### src/hw/rtl/aalr_pkg.sv
`timescale 1ns / 1ps

package aalr_pkg;

  // Fixed field widths of the item and result channels.
  localparam int COORD_BITS = 12;
  localparam int PIX_BITS   = COORD_BITS + 1;
  localparam int COV_BITS   = 8;

  // Coverage for an endpoint pixel: half of full scale, rounded up.
  localparam logic [COV_BITS-1:0] COV_HALF = 8'd128;
  localparam logic [COV_BITS-1:0] COV_NONE = 8'd0;
  localparam logic [COV_BITS-1:0] COV_FULL = 8'd255;

  // Result index within one run.
  localparam logic [1:0] LAST_START_IDX = 2'd3;
  localparam logic [1:0] LAST_STEP_IDX  = 2'd1;

  typedef enum logic [0:0] {
    OP_START = 1'b0,
    OP_STEP  = 1'b1
  } op_t;

  typedef enum logic [2:0] {
    S_IDLE,
    S_ORDER,
    S_DIV,
    S_FINAL,
    S_EMIT
  } state_t;

  typedef struct packed {
    op_t                   operation;
    logic [COORD_BITS-1:0] start_x;
    logic [COORD_BITS-1:0] start_y;
    logic [COORD_BITS-1:0] end_x;
    logic [COORD_BITS-1:0] end_y;
  } item_t;

  typedef struct packed {
    logic [PIX_BITS-1:0] pixel_x;
    logic [PIX_BITS-1:0] pixel_y;
    logic [COV_BITS-1:0] coverage;
    logic                last_of_run;
    logic                line_done;
  } result_t;

  // Commands from the controller to the datapath.
  typedef struct packed {
    logic       capture;
    logic       step;
    logic       order;
    logic       div_step;
    logic       finalize;
    logic       emit;
    logic       emit_start;
    logic [1:0] emit_idx;
  } cmd_t;

  // Status from the datapath to the controller.
  typedef struct packed {
    logic line_active;
    logic out_free;
  } status_t;

endpackage

### src/hw/rtl/aalr_ctrl.sv
`timescale 1ns / 1ps

module aalr_ctrl #(
  parameter int FRAC_BITS = 16
) (
  input  logic              clk,
  input  logic              rst,
  input  logic              item_valid,
  output logic              item_ready,
  input  aalr_pkg::op_t     op,
  input  aalr_pkg::status_t status,
  output aalr_pkg::cmd_t    cmd
);

  localparam int DIV_ITERS = FRAC_BITS + 1;
  localparam int CNT_W     = $clog2(DIV_ITERS + 1);
  localparam logic [CNT_W-1:0] CNT_LOAD = CNT_W'(DIV_ITERS);
  localparam logic [CNT_W-1:0] CNT_ONE  = CNT_W'(1);

  aalr_pkg::state_t state, state_next;
  logic [CNT_W-1:0] cnt, cnt_next;
  logic [1:0]       idx, idx_next;
  logic             run_start, run_start_next;
  logic             accept;
  logic             last_idx;

  assign accept   = item_valid && item_ready;
  assign last_idx = run_start ? (idx == aalr_pkg::LAST_START_IDX)
                              : (idx == aalr_pkg::LAST_STEP_IDX);

  // State and sequencing registers.
  always_ff @(posedge clk) begin
    if (rst) begin
      state     <= aalr_pkg::S_IDLE;
      cnt       <= '0;
      idx       <= '0;
      run_start <= 1'b0;
    end else begin
      state     <= state_next;
      cnt       <= cnt_next;
      idx       <= idx_next;
      run_start <= run_start_next;
    end
  end

  // Next state and datapath commands.
  always_comb begin
    state_next     = state;
    cnt_next       = cnt;
    idx_next       = idx;
    run_start_next = run_start;
    item_ready     = 1'b0;
    cmd            = '0;
    cmd.emit_start = run_start;
    cmd.emit_idx   = idx;
    unique case (state)
      aalr_pkg::S_IDLE: begin
        item_ready = 1'b1;
        if (accept) begin
          if (op == aalr_pkg::OP_START) begin
            cmd.capture = 1'b1;
            state_next  = aalr_pkg::S_ORDER;
          end else if (status.line_active) begin
            cmd.step       = 1'b1;
            idx_next       = '0;
            run_start_next = 1'b0;
            state_next     = aalr_pkg::S_EMIT;
          end
        end
      end
      aalr_pkg::S_ORDER: begin
        cmd.order  = 1'b1;
        cnt_next   = CNT_LOAD;
        state_next = aalr_pkg::S_DIV;
      end
      aalr_pkg::S_DIV: begin
        cmd.div_step = 1'b1;
        cnt_next     = cnt - CNT_ONE;
        if (cnt == CNT_ONE) begin
          state_next = aalr_pkg::S_FINAL;
        end
      end
      aalr_pkg::S_FINAL: begin
        cmd.finalize   = 1'b1;
        idx_next       = '0;
        run_start_next = 1'b1;
        state_next     = aalr_pkg::S_EMIT;
      end
      aalr_pkg::S_EMIT: begin
        if (status.out_free) begin
          cmd.emit = 1'b1;
          idx_next = idx + 2'd1;
          if (last_idx) begin
            state_next = aalr_pkg::S_IDLE;
          end
        end
      end
      default: begin
        state_next = aalr_pkg::S_IDLE;
      end
    endcase
  end

  // The divider always runs its full count before the result is formed.
  assert property (@(posedge clk) disable iff (rst)
    state == aalr_pkg::S_ORDER |=> state == aalr_pkg::S_DIV && cnt == CNT_LOAD)
    else $error("divider did not start with a full iteration count");

  assert property (@(posedge clk) disable iff (rst)
    cmd.finalize |-> $past(state) == aalr_pkg::S_DIV && $past(cnt) == CNT_ONE)
    else $error("gradient formed before the divider finished");

  // A result is only loaded when the output register can take it.
  assert property (@(posedge clk) disable iff (rst)
    cmd.emit |-> status.out_free)
    else $error("result loaded over a pending transfer");

endmodule

### src/hw/rtl/aalr_dp.sv
`timescale 1ns / 1ps

module aalr_dp #(
  parameter int FRAC_BITS = 16
) (
  input  logic              clk,
  input  logic              rst,
  input  aalr_pkg::item_t   item,
  input  aalr_pkg::cmd_t    cmd,
  output aalr_pkg::status_t status,
  output logic              result_valid,
  input  logic              result_ready,
  output aalr_pkg::result_t result
);

  localparam int CB      = aalr_pkg::COORD_BITS;
  localparam int PB      = aalr_pkg::PIX_BITS;
  localparam int CV      = aalr_pkg::COV_BITS;
  localparam int Q_W     = FRAC_BITS + 1;
  localparam int SLOPE_W = FRAC_BITS + 2;
  localparam int ACC_W   = PB + FRAC_BITS;

  // Captured endpoints of a start item.
  logic [CB-1:0] raw_x0, raw_y0, raw_x1, raw_y1;

  // Ordered endpoints along the major axis and divider state.
  logic [CB-1:0] a0, b0, a1, b1;
  logic [CB-1:0] dmaj;
  logic          dmin_neg;
  logic [CB:0]   rem;
  logic [Q_W-1:0] quot;

  // Line state.
  logic               steep_flag;
  logic [PB-1:0]      major_position;
  logic [PB-1:0]      major_limit;
  logic [ACC_W-1:0]   intercept_accum;
  logic [SLOPE_W-1:0] slope;
  logic               line_active;

  // Values latched for the two results of a step.
  logic [PB-1:0] step_maj;
  logic [PB-1:0] step_ip;
  logic [CV-1:0] step_f;

  // Axis selection and endpoint ordering from the captured coordinates.
  logic [CB-1:0] adx, ady, m0, n0, m1, n1;
  logic          steep_c, swap_c;
  logic [CB-1:0] oa0, ob0, oa1, ob1;

  always_comb begin
    adx     = (raw_x1 > raw_x0) ? raw_x1 - raw_x0 : raw_x0 - raw_x1;
    ady     = (raw_y1 > raw_y0) ? raw_y1 - raw_y0 : raw_y0 - raw_y1;
    steep_c = ady > adx;
    m0      = steep_c ? raw_y0 : raw_x0;
    n0      = steep_c ? raw_x0 : raw_y0;
    m1      = steep_c ? raw_y1 : raw_x1;
    n1      = steep_c ? raw_x1 : raw_y1;
    swap_c  = m1 < m0;
    oa0     = swap_c ? m1 : m0;
    ob0     = swap_c ? n1 : n0;
    oa1     = swap_c ? m0 : m1;
    ob1     = swap_c ? n0 : n1;
  end

  // One restoring division step: one quotient bit per cycle.
  logic          div_ge;
  logic [CB:0]   div_diff;
  logic [CB:0]   div_base;

  always_comb begin
    div_ge   = rem >= {1'b0, dmaj};
    div_diff = rem - {1'b0, dmaj};
    div_base = div_ge ? div_diff : rem;
  end

  // Signed gradient and first interior intercept.
  logic [SLOPE_W-1:0] q_ext, grad;
  logic [ACC_W-1:0]   icpt_first;
  logic [PB-1:0]      a0_next;

  always_comb begin
    q_ext      = {1'b0, quot};
    if (dmaj == '0) begin
      grad = '0;
    end else if (dmin_neg) begin
      grad = -q_ext;
    end else begin
      grad = q_ext;
    end
    icpt_first = {1'b0, b0, {FRAC_BITS{1'b0}}}
               + {{(ACC_W - SLOPE_W){grad[SLOPE_W-1]}}, grad};
    a0_next    = {1'b0, a0} + PB'(1);
  end

  // Interior step update.
  logic [PB-1:0]    mp_next;
  logic [ACC_W-1:0] acc_next;

  always_comb begin
    mp_next  = major_position + PB'(1);
    acc_next = intercept_accum + {{(ACC_W - SLOPE_W){slope[SLOPE_W-1]}}, slope};
  end

  // Datapath registers.
  always_ff @(posedge clk) begin
    if (rst) begin
      steep_flag      <= 1'b0;
      major_position  <= '0;
      major_limit     <= '0;
      intercept_accum <= '0;
      slope           <= '0;
      line_active     <= 1'b0;
    end else begin
      if (cmd.order) begin
        steep_flag <= steep_c;
      end
      if (cmd.finalize) begin
        slope           <= grad;
        intercept_accum <= icpt_first;
        major_position  <= a0_next;
        major_limit     <= {1'b0, a1};
        line_active     <= a0_next < {1'b0, a1};
      end
      if (cmd.step) begin
        major_position  <= mp_next;
        intercept_accum <= acc_next;
        if (mp_next >= major_limit) begin
          line_active <= 1'b0;
        end
      end
    end
  end

  // Payload registers with no reset.
  always_ff @(posedge clk) begin
    if (cmd.capture) begin
      raw_x0 <= item.start_x;
      raw_y0 <= item.start_y;
      raw_x1 <= item.end_x;
      raw_y1 <= item.end_y;
    end
    if (cmd.order) begin
      a0       <= oa0;
      b0       <= ob0;
      a1       <= oa1;
      b1       <= ob1;
      dmaj     <= oa1 - oa0;
      dmin_neg <= ob1 < ob0;
      rem      <= {1'b0, (ob1 < ob0) ? ob0 - ob1 : ob1 - ob0};
      quot     <= '0;
    end
    if (cmd.div_step) begin
      rem  <= {div_base[CB-1:0], 1'b0};
      quot <= {quot[Q_W-2:0], div_ge};
    end
    if (cmd.step) begin
      step_maj <= major_position;
      step_ip  <= intercept_accum[ACC_W-1:FRAC_BITS];
      step_f   <= intercept_accum[FRAC_BITS-1 -: CV];
    end
  end

  // Result selection for the current index of the run.
  logic [PB-1:0] sel_maj, sel_min;
  logic [CV-1:0] sel_cov;
  logic          sel_last;
  aalr_pkg::result_t res_c;

  always_comb begin
    if (cmd.emit_start) begin
      sel_maj  = {1'b0, cmd.emit_idx[1] ? a1 : a0};
      sel_min  = {1'b0, cmd.emit_idx[1] ? b1 : b0} + PB'(cmd.emit_idx[0]);
      sel_cov  = cmd.emit_idx[0] ? aalr_pkg::COV_NONE : aalr_pkg::COV_HALF;
      sel_last = cmd.emit_idx == aalr_pkg::LAST_START_IDX;
    end else begin
      sel_maj  = step_maj;
      sel_min  = step_ip + PB'(cmd.emit_idx[0]);
      sel_cov  = cmd.emit_idx[0] ? step_f : aalr_pkg::COV_FULL - step_f;
      sel_last = cmd.emit_idx == aalr_pkg::LAST_STEP_IDX;
    end
    res_c.pixel_x     = steep_flag ? sel_min : sel_maj;
    res_c.pixel_y     = steep_flag ? sel_maj : sel_min;
    res_c.coverage    = sel_cov;
    res_c.last_of_run = sel_last;
    res_c.line_done   = !line_active;
  end

  // Output register.
  always_ff @(posedge clk) begin
    if (rst) begin
      result_valid <= 1'b0;
    end else if (cmd.emit) begin
      result_valid <= 1'b1;
    end else if (result_ready) begin
      result_valid <= 1'b0;
    end
  end

  always_ff @(posedge clk) begin
    if (cmd.emit) begin
      result <= res_c;
    end
  end

  assign status.line_active = line_active;
  assign status.out_free    = !result_valid || result_ready;

  // Interior columns only open when a new line is set up.
  assert property (@(posedge clk) disable iff (rst)
    $rose(line_active) |-> $past(cmd.finalize))
    else $error("line became active without a start");

endmodule

### src/hw/rtl/antialiased_line_raster_core.sv
`timescale 1ns / 1ps

// Anti-aliased line rasterizer. A start transfer carries both endpoints and
// produces four results, the two pixel pairs of the endpoints; each step
// transfer on an open line then produces the two pixels of the next interior
// column, weighted from the fraction of the running intercept. The results
// go to the output register, which takes a new result every cycle it is
// drained. A start orders the endpoints, then the restoring divider forms the
// gradient one quotient bit per cycle, then the first intercept is formed. A
// new item is accepted while the last result of the previous one still waits
// in the output register.
module antialiased_line_raster_core #(
  parameter int FRAC_BITS = 16
) (
  input  logic              clk,
  input  logic              rst,
  input  logic              item_valid,
  output logic              item_ready,
  input  aalr_pkg::item_t   item,
  output logic              result_valid,
  input  logic              result_ready,
  output aalr_pkg::result_t result
);

  aalr_pkg::cmd_t    cmd;
  aalr_pkg::status_t status;

  // Sequencer for start and step items.
  aalr_ctrl #(
    .FRAC_BITS (FRAC_BITS)
  ) u_ctrl (
    .clk        (clk),
    .rst        (rst),
    .item_valid (item_valid),
    .item_ready (item_ready),
    .op         (item.operation),
    .status     (status),
    .cmd        (cmd)
  );

  // Endpoint ordering, gradient divider, line state and output register.
  aalr_dp #(
    .FRAC_BITS (FRAC_BITS)
  ) u_dp (
    .clk          (clk),
    .rst          (rst),
    .item         (item),
    .cmd          (cmd),
    .status       (status),
    .result_valid (result_valid),
    .result_ready (result_ready),
    .result       (result)
  );

endmodule

### config.mk
export PLATFORM = sky130hd
export DESIGN_NAME = antialiased_line_raster_core
export DESIGN_NICKNAME = d
export VERILOG_FILES = /design/src/hw/rtl/aalr_pkg.sv /design/src/hw/rtl/aalr_ctrl.sv /design/src/hw/rtl/aalr_dp.sv /design/src/hw/rtl/antialiased_line_raster_core.sv
export SDC_FILE = /design/constraint.sdc
export NUM_CORES = 1
export LEC_CHECK = 0
export ABC_AREA = 1
export BUFFER_PORTS_ARGS = -buffer_cell sky130_fd_sc_hd__buf_2
export CAP_MARGIN = 20
export CORE_MARGIN = 2
export CORE_UTILIZATION = 60
export DETAILED_ROUTE_END_ITERATION = 8
export GPL_ROUTABILITY_DRIVEN = 1
export GPL_TIMING_DRIVEN = 0
export PLACE_DENSITY = 0.79
export SETUP_SLACK_MARGIN = 0.02
export SYNTH_ARGS = -nofsm -noshare
export SYNTH_HDL_FRONTEND = slang
export SYNTH_SLANG_ARGS = --single-unit
### constraint.sdc
create_clock -name clk -period 12 [get_ports clk]
set_input_delay 2.4 -clock clk [delete_from_list [all_inputs] [get_ports clk]]
set_output_delay 2.4 -clock clk [all_outputs]
set_load 0.02 [all_outputs]
# ---- Word-level counts from Yosys, hierarchy flattened
# Index checks and enable logic that the tools add are counted.
dict set report word_totals {
  ff_bits 295
  input_bits 53
  output_inout_bits 38
  wordCells 152
}
dict set report op_classes {
  add_sub_neg 18
  magnitude_cmp 8
  n_eq_ne 14
  n_mux 65
  reduce_logical 15
}
# cell n
set op_table {}
lappend op_table {{$mux W12} 14}
lappend op_table {{$mux W13} 8}
lappend op_table {{$sub A12 B12 Y12} 8}
lappend op_table {{$mux W29} 2}
lappend op_table {{$gt A12 B12 Y1} 3}
lappend op_table {{$mux W18} 2}
lappend op_table {{$mux W17} 2}
lappend op_table {{$add A28 B29 Y29} 1}
lappend op_table {{$add A29 B29 Y29} 1}
lappend op_table {{$ge A13 B12 Y1} 2}
lappend op_table {{$lt A12 B12 Y1} 2}
lappend op_table {{$mux W8} 3}
lappend op_table {{$mux W1} 18}
lappend op_table {{$mux W3} 6}
lappend op_table {{$neg A17 Y18} 1}
lappend op_table {{$pmux W3 S5} 1}
lappend op_table {{$add A12 B1 Y13} 1}
lappend op_table {{$add A12 B1 Y13 const B} 1}
lappend op_table {{$add A13 B1 Y13} 1}
lappend op_table {{$add A13 B1 Y13 const B} 1}
lappend op_table {{$lt A13 B12 Y1} 1}
lappend op_table {{$logic_not A12 Y1} 1}
lappend op_table {{$mux W2} 6}
lappend op_table {{$pmux W5 S2} 1}
lappend op_table {{22 further kinds} 33}

# ---- Logic depth before layout (Yosys ltp)
dict set report logic_depth {
  ltp_word 10
  mapped_depth 60
  ltp_nobuf 53
}

# ---- Modules after synthesis
# From an unflattened synthesis, not the netlist that was laid out.
dict set report hier_totals {
  cells_unflattened 2556
  area_unflattened_um2 20365.8
}
# module n_inst cells_each area_each_um2 seq_area_each_um2
set by_module_without_submodules {}
lappend by_module_without_submodules {aalr_dp 1 2444 19616.3 7767.4}
lappend by_module_without_submodules {aalr_ctrl 1 112 749.5 220.2}

# ---- Least setup slack after synthesis
# OpenSTA, ideal clock, no wires.
dict set report synth_path {
  kind {register to register}
  start {register u_dp.raw_x1[0]}
  end {register u_dp.rem[9], data pin}
  setup_time_ns 0.258
  arrival_ns 8.044
  required_time_ns 11.742
  slack_ns 3.698
  path_stages_with_launch 56
  n_path_buf 11
  synth_period_minus_slack_ns 8.302
  cell_sequence {edfxtp_1 -> inv_1 -> ha_1 -> inv_1 -> fa_1 -> nand3_1 -> nor2_1 -> nor3_1 -> nor2_1 -> o21ai_0 -> nand2_1 -> nand2_1 -> nand2_1 -> nand2_1 -> buf_1 -> mux2_2 -> o21ai_0 -> xnor2_1 -> [20 not listed] -> buf_6 -> buf_6 -> clkbuf_1 -> nand2_1 -> o21ai_0 -> inv_1 -> fa_1 -> nor2_1 -> inv_1 -> nand2_1 -> nand2_1 -> nand2_2 -> nand3_2 -> nand3_4 -> buf_6 -> nand3_1 -> nand3_1 -> nand2_1}
}
dict set report synth_between {
  elab_chain_cells 10
  word_cells_on_any_way 18
  cone_classes {add/sub: 4; order compare: 4; mux: 10}
}
# element line
set synth_rtl {}
lappend synth_rtl {{start: declaration} aalr_dp.sv:24} ;# logic [CB-1:0] raw_x0, raw_y0, raw_x1, raw_y1;
lappend synth_rtl {{start signal: assignment} aalr_dp.sv:140} ;# raw_x1 <= item.end_x;
lappend synth_rtl {{$sub A12 B12 Y12 or $gt A12 B12 Y1 (tied branches)} aalr_dp.sv:52} ;# adx = (raw_x1 > raw_x0) ? raw_x1 - raw_x0 : raw_x0 - raw_x1;
lappend synth_rtl {{$mux W12} aalr_dp.sv:52}
lappend synth_rtl {{$gt A12 B12 Y1} aalr_dp.sv:54} ;# steep_c = ady > adx;
lappend synth_rtl {{$mux W12, on equally long branches} {aalr_dp.sv:57, aalr_dp.sv:55}}
lappend synth_rtl {{$lt A12 B12 Y1} aalr_dp.sv:59} ;# swap_c = m1 < m0;
lappend synth_rtl {{$mux W12 (*)} aalr_dp.sv:61} ;# ob0 = swap_c ? n1 : n0;
lappend synth_rtl {{via u_dp.ob0[1]} aalr_dp.sv:49} ;# logic [CB-1:0] oa0, ob0, oa1, ob1;
lappend synth_rtl {{$sub A12 B12 Y12 or $lt A12 B12 Y1 (tied branches)} aalr_dp.sv:150} ;# rem <= {1'b0, (ob1 < ob0) ? ob0 - ob1 : ob1 - ob0};
lappend synth_rtl {{$mux W12 (*)} aalr_dp.sv:150}
lappend synth_rtl {{$mux W13 (*)} aalr_dp.sv:143} ;# if (cmd.order) begin
lappend synth_rtl {{$mux W13 (*)} aalr_dp.sv:153} ;# if (cmd.div_step) begin
lappend synth_rtl {{end signal: assignment} aalr_dp.sv:150}
lappend synth_rtl {{end signal: assignment} aalr_dp.sv:154} ;# rem <= {div_base[CB-1:0], 1'b0};
lappend synth_rtl {{end: declaration} aalr_dp.sv:30} ;# logic [CB:0] rem;
# The timed path passes the listed nets; every way through them passes the cells marked *. The select of a mux whose other input is x is not followed.
# A chain may end at the register's enable or synchronous reset.

# ---- Worst setup path after layout
dict set report layout_path {
  start {register u_dp.raw_y1[0]}
  end {register u_dp.rem[9], data pin}
}
dict set report layout_between {
  elab_chain_cells 10
  word_cells_on_any_way 18
  cone_classes {add/sub: 4; order compare: 4; mux: 10}
}
# element line
set layout_rtl {}
lappend layout_rtl {{start: declaration} aalr_dp.sv:24}
lappend layout_rtl {{start signal: assignment} aalr_dp.sv:141} ;# raw_y1 <= item.end_y;
lappend layout_rtl {{$sub A12 B12 Y12 or $gt A12 B12 Y1 (tied branches)} aalr_dp.sv:53} ;# ady = (raw_y1 > raw_y0) ? raw_y1 - raw_y0 : raw_y0 - raw_y1;
lappend layout_rtl {{$mux W12} aalr_dp.sv:53}
lappend layout_rtl {{$gt A12 B12 Y1} aalr_dp.sv:54}
lappend layout_rtl {{$mux W12, on equally long branches} {aalr_dp.sv:57, aalr_dp.sv:55}}
lappend layout_rtl {{$lt A12 B12 Y1} aalr_dp.sv:59}
lappend layout_rtl {{$mux W12 (*)} aalr_dp.sv:61}
lappend layout_rtl {{via u_dp.ob0[1]} aalr_dp.sv:49}
lappend layout_rtl {{$sub A12 B12 Y12 or $lt A12 B12 Y1 (tied branches)} aalr_dp.sv:150}
lappend layout_rtl {{$mux W12 (*)} aalr_dp.sv:150}
lappend layout_rtl {{$mux W13 (*)} aalr_dp.sv:143}
lappend layout_rtl {{$mux W13 (*)} aalr_dp.sv:153}
# Marks and branches as above.

==> results.md <==
- Core Area: 33,300 sq um
- CTS Hold Bufs: 0
- R2R Setup Slk: 1210 ps
- Initial antenna violation count: 1
- Number of global-route vias before repair: 17,100
- Post-Synthesis Cell Area: 20,100 sq um
- IO Pins: 91
- Endpoints failing setup: 0
- Total Power: 0.00611 W
- Die Wd: 187 um
- Dpl hpwl: 46.1 mm
- Slew HR: 31.2%
- Setup ws final: 1210 ps
- Final #Nets: 2,872
- Adder-cell share of the synthesized area: 11.3%
- CTS tree: built
- Clock Skews: 27.6 ps
- Die area: 35,000 sq um
- Yosys warns: 0
- GP Congestion: 0.993
- Post-Synthesis Cells: 2,510
- Vias/cell: 5.84
- Worst Path Required: 12,290 ps
- Synth Area in Compound Gates: 17.2%
- Area Growth Syn to Fin: 11.1%
- Initial DRC count: 1,727
- Number of distinct library cells after synthesis: 67
- First-pass GRT wire length: 90.4 mm
- Cts repair resizes: 0
- Most frequent CP cell: nand2_1
- Tot GR Track Use: 32.9%
- Final WL: 58.1 mm
- Largest net degree at the start of global routing: 39
- Final hold violations: 0
- Setup_tns: 0 ps
- Post-synthesis simple-gate area fraction: 18.5%
- Startpoint types: register
- Pre-CTS WS: 1590 ps
- Mapped Avg Cell Area: 8.01 sq um
- H-Tree Depth: 2
- Period utilization: 89.9%
- Post-Synth XOR/XNOR Area: 4.40%
- Slew Limit Fails: 0
- Worst VDD drop: 472 uV
- Max-cap viol count: 0
- Remaining DRCs: 0
- Crit path kind: register to register
- I/O Buffers: 89
- Crit-path max FO: 10
- Register area share after synthesis: 39.7%
- Die H: 187 um
- CTS Sinks: 295
- CP peak stage delay: 510 ps
- Routed vias: 18,200
- Root Buffer: clkbuf_16
- Leakage: 9.98 nW
- CP max-delay cell: a311oi_1
- Worst Max-Slew Pin Slew: 1030 ps
- Design Area, Final: 22,300 sq um
- DRT Pass-1 Iters: 6
- Largest family of logic cells by synthesized area: simple AND/OR/NAND/NOR gates
- Drt wl/cell: 18.6 um
- Worst setup EP type: register
- Post-CTS Setup Bufs: 0
- Crit path time final: 10,790 ps
- Area after DPL: 21,300 sq um
- Core Rows: 67
- Synth async-reset ratio: 0%
- Proportion of layout cells with a drive suffix above 1: 8.54%
- Run status: finished clean
- Total gr overflow: 0
- Worst EP arrival: 11,080 ps
- Worst skew pair latency: 560 ps
- Synthesized flop and latch total: 295
- Hold Crit Class: register to register
- Post-synth EDFFs: 208
- Initial Util: 60.4%
- PD cells: 274 nW/um^2
- Max Clock Freq: 0.0927 GHz
- Clock slew seen by the registers of the worst setup and hold paths: 60 ps
- Syn_nets: 2,739
- DRT antenna net count: 0
- TritonCTS Buffers: 34
- RSZ-0062 raised after global routing: false
- Prevailing post-synth register cell: edfxtp_1
- Mux cell area share after synthesis: 0.361%
- Longest Clk Path Bufs: 3
[cells in the final DEF (no fill, tap or decap), types with 19 or more instances in the layout]
| cell | netlist | routed |
|---|---|---|
| clkbuf_1 | 57 | 67 |
| nand4_1 | 31 | 31 |
| clkbuf_16 | 0 | 35 |
| dfxtp_1 | 87 | 87 |
| edfxtp_1 | 208 | 208 |
| inv_1 | 355 | 355 |
| o21ai_0 | 288 | 288 |
| nand2_1 | 484 | 484 |
| nor3_1 | 28 | 27 |
| nand3_1 | 102 | 102 |
| nor2_1 | 162 | 160 |
| a21oi_1 | 196 | 196 |
| buf_2 | 8 | 99 |
| a31oi_1 | 19 | 19 |
| xnor2_1 | 23 | 23 |
| ha_1 | 167 | 167 |
| xor2_1 | 78 | 78 |
[worst max-delay path, delay by kind of cell, from the launching register on]
kind | cells | cell delay [ps]
compound gates | 5 | 1360
simple gates | 25 | 3140
fa+ha+maj | 5 | 1720
xor+xnor | 1 | 170
buf+inv | 19 | 3690
flops | 1 | 470
[per-layer routing]
layer	wire [um]	global-route usage, %
met1	24200	43.3
met2	26900	54.8
met3	4800	5.01
met4	2200	13.2
met5	0	0
[synthesized netlist by cell type (8+ instances only)]
| cell type | n | area (sq um) |
|---|---|---|
| a21oi_1 | 196 | 981 |
| nor2_1 | 162 | 608 |
| nand2_2 | 17 | 106 |
| o21bai_1 | 8 | 60.1 |
| o211ai_1 | 18 | 135 |
| fa_1 | 9 | 180 |
| a211oi_1 | 12 | 90.1 |
| o22ai_1 | 11 | 68.8 |
| o21ai_2 | 8 | 70.1 |
| xnor2_1 | 23 | 201 |
| o21ai_1 | 14 | 70.1 |
| ha_1 | 167 | 2090 |
| inv_1 | 355 | 1330 |
| clkbuf_1 | 57 | 214 |
| a31oi_1 | 19 | 119 |
| xor2_1 | 78 | 683 |
| nor3_1 | 28 | 140 |
| nand2_1 | 484 | 1820 |
| dfxtp_1 | 87 | 1740 |
| or2_2 | 9 | 56.3 |
| o21ai_0 | 288 | 1440 |
| edfxtp_1 | 208 | 6250 |
| nand3_1 | 102 | 510 |
| buf_2 | 8 | 40.0 |
| nand4_1 | 31 | 194 |
[report_power, final]
group	switching (W)	internal (W)	total, W
Clock	0.000428	0.000573	0.00100
Sequential	0.0000454	0.00127	0.00132
Combinational	0.00257	0.00122	0.00379
[sequential cells by signal, indices dropped and copies added (netlist names), 8 cells and up]
| signal | cells |
|---|---|
| u_dp.step_ip | 13 |
| u_dp.rem | 13 |
| u_dp.raw_y0 | 12 |
| u_dp.intercept_accum | 29 |
| u_dp.a0 | 12 |
| u_dp.quot | 17 |
| u_dp.raw_x1 | 12 |
| u_dp.b0 | 12 |
| u_dp.step_f | 8 |
| u_dp.b1 | 12 |
| u_dp.major_limit | 12 |
| u_dp.major_position | 13 |
| u_dp.dmaj | 12 |
| u_dp.slope | 18 |
| u_dp.step_maj | 13 |
| u_dp.a1 | 12 |
| u_dp.raw_y1 | 12 |
| u_dp.raw_x0 | 12 |
| u_dp.result | 36 |
[logic make-up (layout without fill, tap and decap cells)]
logic type                 count (synthesis)  after routing
buffers and inverters                    442            601
other                                      0              2
AOI/OAI and AO/OA                        624            624
DFF                                      295            295
adders and majority gates                176            176
muxes                                      7              7
xor gates and xnor gates                 101            101
and+or+nand+nor                          865            865
[path summary, 6_finish.rpt]
path | from | end | cells past startpoint
max | u_dp.raw_y1[0] | u_dp.rem[9] | 55
min | u_dp.major_position[6] | u_dp.step_maj[6] | 0
max reg2reg | u_dp.raw_y1[0] | u_dp.rem[9] | 55
min reg2reg | u_dp.major_position[6] | u_dp.step_maj[6] | 0
[final cells by class]
cell class / count / area (sq um)
clock buffer: 47 / 931
multi-input combinational: 1773 / 10400
sequential: 295 / 7990
tap: 448 / 561
clock inverter: 15 / 141
fill: 2853 / 10900
antenna: 2 / 5.00
inverter: 362 / 1360
timing repair buffer: 97 / 571
buffer: 80 / 375
[stage by stage]
step                hold WS, ps  util [%]  cells
floorplan                   408         -   2510
global placement            413      63.5   3047
detailed placement          418      63.9   3055
CTS                         432      67.1   3117
global route                449      67.1   3117
finish                      431      67.1   3119
(Power assumes the default switching activity.)
